### src/sv/hhhc_pkg.sv
package hhhc_pkg;

  localparam int HumW     = 10;
  localparam int PctW     = 7;
  localparam int QualW    = 16;
  localparam int DwellCfgW = 20;
  localparam int CfgDataW = 20;
  localparam int CfgIdxW  = 2;
  localparam int ThW      = 12;   // signed threshold in tenths, covers -10 .. 1280
  localparam int QTimerW  = 17;
  localparam int DwellW   = 21;

  localparam logic [PctW-1:0]      SetpointRst = 7'd50;
  localparam logic [QualW-1:0]     QualifyRst  = 16'd10000;
  localparam logic [DwellCfgW-1:0] MinOnRst    = 20'd60000;
  localparam logic [DwellCfgW-1:0] MinOffRst   = 20'd300000;

  typedef enum logic [CfgIdxW-1:0] {
    CFG_SETPOINT = 2'd0,
    CFG_QUALIFY  = 2'd1,
    CFG_MIN_ON   = 2'd2,
    CFG_MIN_OFF  = 2'd3
  } cfg_reg_t;

  typedef enum logic [1:0] {
    ACT_OFF  = 2'd0,
    ACT_ON   = 2'd1,
    ACT_NONE = 2'd3
  } act_t;

  typedef struct packed {
    logic [HumW-1:0] humidity_tenths;
    logic            heater_enabled;
  } in_item_t;

  typedef struct packed {
    logic heater_drive;
    logic below_flag;
    logic above_flag;
  } out_item_t;

  // qualifier decision for one threshold flag
  typedef struct packed {
    logic latched;
    logic restart;
  } qual_t;

endpackage

### src/sv/hhhc_qual.sv
module hhhc_qual (
  input  logic                         en,
  input  logic                         past,      // level strictly past the threshold
  input  logic                         back,      // level strictly on the other side
  input  logic                         latched,
  input  logic [hhhc_pkg::QTimerW-1:0] timer_inc,
  input  logic [hhhc_pkg::QualW-1:0]   qualify,
  output hhhc_pkg::qual_t              qual
);

  always_comb begin
    qual.latched = latched;
    qual.restart = 1'b0;
    if (en) begin
      if (back) begin
        // clear at once and restart the qualify time
        qual.latched = 1'b0;
        qual.restart = 1'b1;
      end else if (past && (timer_inc > {1'b0, qualify})) begin
        qual.latched = 1'b1;
      end
    end
  end

endmodule

### src/sv/humidity_heater_hysteresis_control.sv
// Channel  Direction  Handshake           Beat contents
// in_      input      in_valid/in_stall   humidity_tenths, heater_enabled
// out_     output     out_valid/out_stall heater_drive, below_flag, above_flag
// cfg_     input      cfg_valid/cfg_ready register index, write data (always ready)
//
// One beat per cycle while in_stall is low; results land in the output or skid register.
// All decision logic sits between the input port and a two-entry result buffer
// (output register plus skid entry), so a stalled result never blocks the next beat.
// in_stall rises only when the skid entry is full, and it comes straight from a register.
// rst_n (synchronous, active low) loads the register defaults, clears the timers and
// flags, turns the heater off and arms the immediate first change.
module humidity_heater_hysteresis_control (
  input  logic                          clk,
  input  logic                          rst_n,
  input  logic                          in_valid,
  output logic                          in_stall,
  input  hhhc_pkg::in_item_t            in_data,
  output logic                          out_valid,
  input  logic                          out_stall,
  output hhhc_pkg::out_item_t           out_data,
  input  logic                          cfg_valid,
  output logic                          cfg_ready,
  input  logic [hhhc_pkg::CfgIdxW-1:0]  cfg_index,
  input  logic [hhhc_pkg::CfgDataW-1:0] cfg_data
);

  // configuration registers
  logic [hhhc_pkg::PctW-1:0]      setpoint_r;
  logic [hhhc_pkg::QualW-1:0]     qualify_r;
  logic [hhhc_pkg::DwellCfgW-1:0] min_on_r;
  logic [hhhc_pkg::DwellCfgW-1:0] min_off_r;

  // control state
  logic [hhhc_pkg::QTimerW-1:0] below_timer_r, below_timer_nxt;
  logic [hhhc_pkg::QTimerW-1:0] above_timer_r, above_timer_nxt;
  logic [hhhc_pkg::DwellW-1:0]  dwell_timer_r, dwell_timer_nxt;
  logic                         below_r, below_nxt;
  logic                         above_r, above_nxt;
  hhhc_pkg::act_t               last_act_r, last_act_nxt;
  logic                         first_r, first_nxt;
  logic                         heater_r, heater_nxt;

  // result buffer
  logic                 out_valid_r;
  hhhc_pkg::out_item_t  out_data_r;
  logic                 skid_valid_r;
  hhhc_pkg::out_item_t  skid_data_r;
  hhhc_pkg::out_item_t  result;

  logic acc;
  logic take;

  assign cfg_ready = 1'b1;
  assign in_stall  = skid_valid_r;
  assign acc       = in_valid && !skid_valid_r;
  assign take      = out_valid_r && !out_stall;
  assign out_valid = out_valid_r;
  assign out_data  = out_data_r;

  // ---------------------------------------------------------------------------
  // Thresholds in tenths: (setpoint -/+ 1) * 10, signed so a zero setpoint
  // gives a low threshold below any reading.
  // ---------------------------------------------------------------------------
  logic signed [hhhc_pkg::ThW-1:0] low_pct, high_pct, low_th, high_th, hum;

  assign low_pct  = $signed({{(hhhc_pkg::ThW-hhhc_pkg::PctW){1'b0}}, setpoint_r})
                    - hhhc_pkg::ThW'(1);
  assign high_pct = $signed({{(hhhc_pkg::ThW-hhhc_pkg::PctW){1'b0}}, setpoint_r})
                    + hhhc_pkg::ThW'(1);
  assign low_th   = (low_pct <<< 3) + (low_pct <<< 1);
  assign high_th  = (high_pct <<< 3) + (high_pct <<< 1);
  assign hum      = $signed({{(hhhc_pkg::ThW-hhhc_pkg::HumW){1'b0}},
                             in_data.humidity_tenths});

  // Timers advance every tick, saturating at all ones, enabled or not.
  logic [hhhc_pkg::QTimerW-1:0] below_inc, above_inc;
  logic [hhhc_pkg::DwellW-1:0]  dwell_inc;

  assign below_inc = (&below_timer_r) ? below_timer_r : below_timer_r + 1'b1;
  assign above_inc = (&above_timer_r) ? above_timer_r : above_timer_r + 1'b1;
  assign dwell_inc = (&dwell_timer_r) ? dwell_timer_r : dwell_timer_r + 1'b1;

  // Below flag is evaluated whenever control is enabled; the above flag only
  // when the below flag stays clear, since a set below flag ends the decision.
  hhhc_pkg::qual_t below_q, above_q;
  logic            en;
  logic            above_en;

  assign en       = in_data.heater_enabled;
  assign above_en = en && !below_q.latched;

  hhhc_qual u_below_qual (
    .en        (en),
    .past      (hum < low_th),
    .back      (hum > low_th),
    .latched   (below_r),
    .timer_inc (below_inc),
    .qualify   (qualify_r),
    .qual      (below_q)
  );

  hhhc_qual u_above_qual (
    .en        (above_en),
    .past      (hum > high_th),
    .back      (hum < high_th),
    .latched   (above_r),
    .timer_inc (above_inc),
    .qualify   (qualify_r),
    .qual      (above_q)
  );

  // Heater decision with minimum dwell; the first change goes through at once.
  hhhc_pkg::act_t                 want_act;
  logic                           want;
  logic [hhhc_pkg::DwellCfgW-1:0] min_dwell;

  always_comb begin
    want      = 1'b0;
    want_act  = hhhc_pkg::ACT_OFF;
    min_dwell = min_on_r;
    if (en) begin
      if (below_q.latched) begin
        want = 1'b1;
      end else if (above_q.latched) begin
        want      = 1'b1;
        want_act  = hhhc_pkg::ACT_ON;
        min_dwell = min_off_r;
      end
    end
  end

  always_comb begin
    below_timer_nxt = below_q.restart ? '0 : below_inc;
    above_timer_nxt = above_q.restart ? '0 : above_inc;
    below_nxt       = below_q.latched;
    above_nxt       = above_q.latched;
    dwell_timer_nxt = dwell_inc;
    last_act_nxt    = last_act_r;
    first_nxt       = first_r;
    heater_nxt      = heater_r;
    if (want && (last_act_r != want_act) &&
        (first_r || (dwell_inc > {1'b0, min_dwell}))) begin
      first_nxt       = 1'b0;
      last_act_nxt    = want_act;
      dwell_timer_nxt = '0;
      heater_nxt      = (want_act == hhhc_pkg::ACT_ON);
    end
  end

  assign result.heater_drive = heater_nxt;
  assign result.below_flag   = below_nxt;
  assign result.above_flag   = above_nxt;

  // Configuration writes; codes beyond the list are dropped.
  always_ff @(posedge clk) begin
    if (!rst_n) begin
      setpoint_r <= hhhc_pkg::SetpointRst;
      qualify_r  <= hhhc_pkg::QualifyRst;
      min_on_r   <= hhhc_pkg::MinOnRst;
      min_off_r  <= hhhc_pkg::MinOffRst;
    end else if (cfg_valid && cfg_ready) begin
      case (hhhc_pkg::cfg_reg_t'(cfg_index))
        hhhc_pkg::CFG_SETPOINT: setpoint_r <= cfg_data[hhhc_pkg::PctW-1:0];
        hhhc_pkg::CFG_QUALIFY:  qualify_r  <= cfg_data[hhhc_pkg::QualW-1:0];
        hhhc_pkg::CFG_MIN_ON:   min_on_r   <= cfg_data[hhhc_pkg::DwellCfgW-1:0];
        hhhc_pkg::CFG_MIN_OFF:  min_off_r  <= cfg_data[hhhc_pkg::DwellCfgW-1:0];
        default: ;
      endcase
    end
  end

  // Advance the control state on each accepted beat.
  always_ff @(posedge clk) begin
    if (!rst_n) begin
      below_timer_r <= '0;
      above_timer_r <= '0;
      dwell_timer_r <= '0;
      below_r       <= 1'b0;
      above_r       <= 1'b0;
      last_act_r    <= hhhc_pkg::ACT_NONE;
      first_r       <= 1'b1;
      heater_r      <= 1'b0;
    end else if (acc) begin
      below_timer_r <= below_timer_nxt;
      above_timer_r <= above_timer_nxt;
      dwell_timer_r <= dwell_timer_nxt;
      below_r       <= below_nxt;
      above_r       <= above_nxt;
      last_act_r    <= last_act_nxt;
      first_r       <= first_nxt;
      heater_r      <= heater_nxt;
    end
  end

  // Result buffer: refill the output register from the skid entry first, else
  // from the new beat; park the new beat in the skid entry while output holds.
  always_ff @(posedge clk) begin
    if (!rst_n) begin
      out_valid_r  <= 1'b0;
      skid_valid_r <= 1'b0;
    end else if (!out_valid_r || take) begin
      out_valid_r  <= skid_valid_r || acc;
      skid_valid_r <= 1'b0;
    end else if (acc) begin
      skid_valid_r <= 1'b1;
    end
  end

  always_ff @(posedge clk) begin
    if (!out_valid_r || take) begin
      out_data_r <= skid_valid_r ? skid_data_r : result;
    end
    if (out_valid_r && !take && acc) begin
      skid_data_r <= result;
    end
  end

endmodule

### config.mk
export PLATFORM = sky130hd
export DESIGN_NAME = humidity_heater_hysteresis_control
export DESIGN_NICKNAME = d
export VERILOG_FILES = /design/src/sv/hhhc_pkg.sv /design/src/sv/hhhc_qual.sv /design/src/sv/humidity_heater_hysteresis_control.sv
export SDC_FILE = /design/constraint.sdc
export NUM_CORES = 1
export LEC_CHECK = 0
export BUFFER_PORTS_ARGS = -buffer_cell sky130_fd_sc_hd__buf_4
export CORE_ASPECT_RATIO = 1.5
export CORE_MARGIN = 2
export CORE_UTILIZATION = 32
export DETAILED_ROUTE_END_ITERATION = 8
export HOLD_SLACK_MARGIN = 0.1
export PLACE_DENSITY = 0.54
export SYNTH_ARGS = -nofsm -noshare
export SYNTH_HDL_FRONTEND = slang
export SYNTH_SLANG_ARGS = --single-unit
### constraint.sdc
create_clock -name clk -period 5.7 [get_ports clk]
set_input_delay 0.57 -clock clk [delete_from_list [all_inputs] [get_ports clk]]
set_output_delay 0.57 -clock clk [all_outputs]
set_load 0.01 [all_outputs]
==> summary.md <==
| Metric | Value |
|---|---|
| I/O Buffers | `42` |
| Synth warnings | `0` |
| GRT Total Usage | `18.9%` |
| Worst r2r dst | `out_data[2]$_DFFE_PP_` |
| Area leader, netlist | `dfxtp_1` |
| Startpoint Class | `register` |
| Worst Setup SP | `setpoint_r[0]$_SDFFE_PN0P_` |
| FF-to-FF Start | `setpoint_r[0]$_SDFFE_PN0P_` |
| Minimum clock period | `5.84 ns` |
| Register area share after synthesis | `31.5%` |
| Gate Count Post-Synth | `~1000` |
| Hold Crit Endpoint | `min_off_r[18]$_SDFFE_PN1P_` |
| Max Clock Freq | `0.171 GHz` |
| Switching part of the total | `a little over a quarter` |
| Mapped Area | `8530 um^2` |
| Number of synthesized flops with an enable pin | `6` |
| Sequential cell area | `2700 um^2` |
| Clk slew on worst S/H paths | `0.06 ns` |
| Share of layout cells above drive strength 1 | `28.8%` |
| WL final | `26.4 mm` |
| CTS Buf Count | `17` |
| Slowest Stage Delay on Critical Path | `slightly below 0.4 ns` |
| CP max FO | `4` |
| Area added between synthesis and finish | `36.4%` |
| Clk sink count | `131` |
| Setup TNS | `-1.86 ns` |
| Core area | `26400 um^2` |
| Routed vias | `a little over 8000` |
| Max Slew Vio Count | `0` |
| Fillers | `2555` |
| P_int | `1.90 mW` |
| Clock share of power | `45.0%` |
| Syn_nets | `approximately 1200` |
| Hold Path Class | `primary input to register` |
| Die area | `28000 um^2` |
| CTS tree | `built` |
| Routability cong. | `between 0.8 and 0.9` |
| Routed wire per std cell | `16.6 um` |
| Final setup viols | `26` |
| Detail Placement HPWL | `a little under 20 mm` |
| Reg power frac | `36.9%` |
| Period Utilization, post-route | `102%` |
| Slowest cell on crit path | `dfxtp_4` |
| Vias per inst | `5.16` |
| Post-synth ARST share | `0%` |
| Critical path type | `register to register` |
| Placed inst area | `10300 um^2` |
| Synth Flop Type | `dfxtp_1` |
| Comb pwr share | `18.1%` |
| Post-route DRC | `0` |
| Fin nets | `about 1400` |
| Worst-margin pin slew | `0.986 ns` |
| First-pass GRT wire length | `41.3 mm` |
| RSZ-0062 raised after global routing | `yes` |
| Failing checks | `setup timing` |
| Total power draw | `2.62 mW` |
| Skew-Pair Late Insertion Delay | `0.43 ns` |
| Worst setup margin | `-0.136 ns` |
| Final ANT Viol Nets | `0` |
| Cell depth of the worst flop-to-flop path | `32` |
| Yosys reg bits | `131` |
| Initial antenna violation count | `0` |
| Top cell type's share of synthesized area | `between 20% and 30%` |
| Clk_skew | `0.0105 ns` |
| Most frequent cells after synthesis | `168 x nand2_1, 125 x dfxtp_1, 93 x a21oi_1, 87 x ha_1, 78 x nor2_1` |
| Status | `complete, but fails checks` |
| Max-Cap Viols | `0` |
| HP Start | `cfg_data[18]` |
| Pin count of the biggest net entering global routing | `80` |
| Clock Tree Buf Depth | `2` |
| Max VDD drop | `0.198 mV` |
| Rows | `73` |
| Die height | `204 um` |
| Ranking of synthesized cells by area | `dfxtp_1 29%, ha_1 13%, nand2_1 7.4%, a21oi_1 5.5%, xnor2_1 3.8%` |
| Reg2Reg Setup Slack | `-0.14 ns` |
| Initial Util | `32.3%` |
| Setup crit end kind | `register` |
| Critical Path AT | `6.01 ns` |
| Post-synth cell types | `71` |
| Final Hold Viols | `0` |
| H-tree levels | `4` |
| Die Wd | `137 um` |
| Worst path most repeated cell | `buf_4` |
| Sw power | `between 700 and 800 uW` |
| Drt first pass iters | `4` |
| CTS root buf | `clkbuf_16` |
| Multi-input gate area | `between 5000 and 6000 um^2` |
| Critical Path RT | `5.87 ns` |
| Worst slew margin | `34.0%` |
| Diodes inserted | `0` |
| Syn_area_per_cell | `8.15 um^2` |
| Post-route design area | `about 12000 um^2` |
| Vias in the first global route | `8095` |
| Total gr overflow | `0` |
| Number of top-level pins | `44` |
| Cells on Worst Hold Path | `3` |
| Power density cells | `225 nW/um^2` |
| P_leak | `around 5 nW` |
| Initial DRC Count | `283` |
| Top-count cell post-synth | `nand2_1` |
critical path: cells and delay by family (launching register included):
| family | cells | cell delay, ns |
|---|---|---|
| AO/OA/AOI/OAI | 8 | 1.50 |
| flip-flops | 1 | 0.39 |
| buffers and inverters | 12 | 1.45 |
| XOR/XNOR | 2 | 0.35 |
| AND/OR/NAND/NOR | 7 | 1.12 |
| adder cells (fa/ha/maj) | 3 | 0.74 |
area by class of cell:
type,instances,area share (%)
inverter,37,1.19
timing repair buffer,228,15.3
tap,337,3.62
clock buffer,17,3.66
sequential,131,23.2
clock inverter,15,1.75
multi-input combinational,828,51.3
metal layers:
metal	routed length, um	global-route usage [%]	vias to the layer above
met2	14600	36.4	126
met5	0	0	-
met4	1020	8.17	0
li1	-	-	4128
met1	10200	19.8	3917
met3	595	2.73	54
worst max-delay path by stage:
stage | end | slack [ns] | cells after the start
floorplan | out_data[2]$_DFFE_PP_ | 0.01 | 32
global placement | out_data[2]$_DFFE_PP_ | -0.64 | 27
detailed placement | out_data[2]$_DFFE_PP_ | -0.68 | 29
CTS | out_data[2]$_DFFE_PP_ | -0.09 | 31
global route | out_data[2]$_DFFE_PP_ | -0.38 | 30
finish | out_data[2]$_DFFE_PP_ | -0.14 | 32
power by group through the flow:
stage          combinational, mW  clock [mW]  sequential [mW]
2_1_floorplan              0.244           0            0.981
3_3_place_gp               0.417           0            0.984
3_5_place_dp               0.420           0            0.984
4_1_cts                    0.452        1.20            0.964
5_1_grt                    0.521        1.24            0.968
6_report                   0.475        1.18            0.966
per-stage QoR:
stage | setup WS, ns | instances | utilization [%] | hold slack [ns]
6_report | -0.136 | 1593 | 44.1 | 0.360
5_1_grt | -0.376 | 1593 | 44.1 | 0.372
4_1_cts | -0.0901 | 1585 | 43.1 | 0.352
3_5_place_dp | -0.678 | 1531 | 38.9 | 0.444
3_3_place_gp | -0.641 | 1531 | 38.9 | 0.441
2_1_floorplan | 0.00963 | 1047 | - | 0.433
logic make-up after synthesis:
group / count (synthesis) / share of synthesized area [%]
xor+xnor: 71 / 7.29
compound gates: 229 / 17.4
simple gates: 408 / 22.7
buf+inv: 88 / 4.25
fa+ha+maj: 89 / 13.2
mux: 30 / 3.61
flops: 131 / 31.5
other cells: 1 / 0.0440
layout by cell type, fill, tap and decap left out, types with 7 or more instances in the layout:
master	instances
buf_4	218
and3_1	11
xnor2_1	33
ha_4	7
dfxtp_1	121
nand3_1	40
a32o_1	12
o21ai_1	7
ha_1	78
o211ai_1	9
buf_6	7
clkbuf_16	17
a21oi_1	88
inv_1	32
a21o_1	9
mux2i_1	22
nor2_2	8
o21ai_0	29
nand4_1	22
o21a_1	7
nor2_1	69
nand2b_1	7
xor2_1	31
nand2_1	164
a22oi_1	12
nor3_1	17
flip-flops by register name (all words and copies together) (netlist names):
| signal | flops |
|---|---|
| qualify_r | 16 |
| skid_data_r | 3 |
| below_timer_r | 17 |
| min_off_r | 20 |
| heater_r | 1 |
| above_timer_r | 17 |
| out_valid | 1 |
| min_on_r | 20 |
| in_stall | 1 |
| above_r | 1 |
| last_act_r | 2 |
| setpoint_r | 7 |
| out_data | 3 |
| dwell_timer_r | 21 |
| below_r | 1 |
timing repair:
item / in CTS / in global routing
setup endpoints to repair: 26 / 26
hold buffers: 0 / 0
setup buffers: 21 / 9
gates resized for setup: 64 / 45
pin swaps: 32 / 29
gates cloned: 2 / 0
No activity file was read; power rests on OpenSTA's default activity.
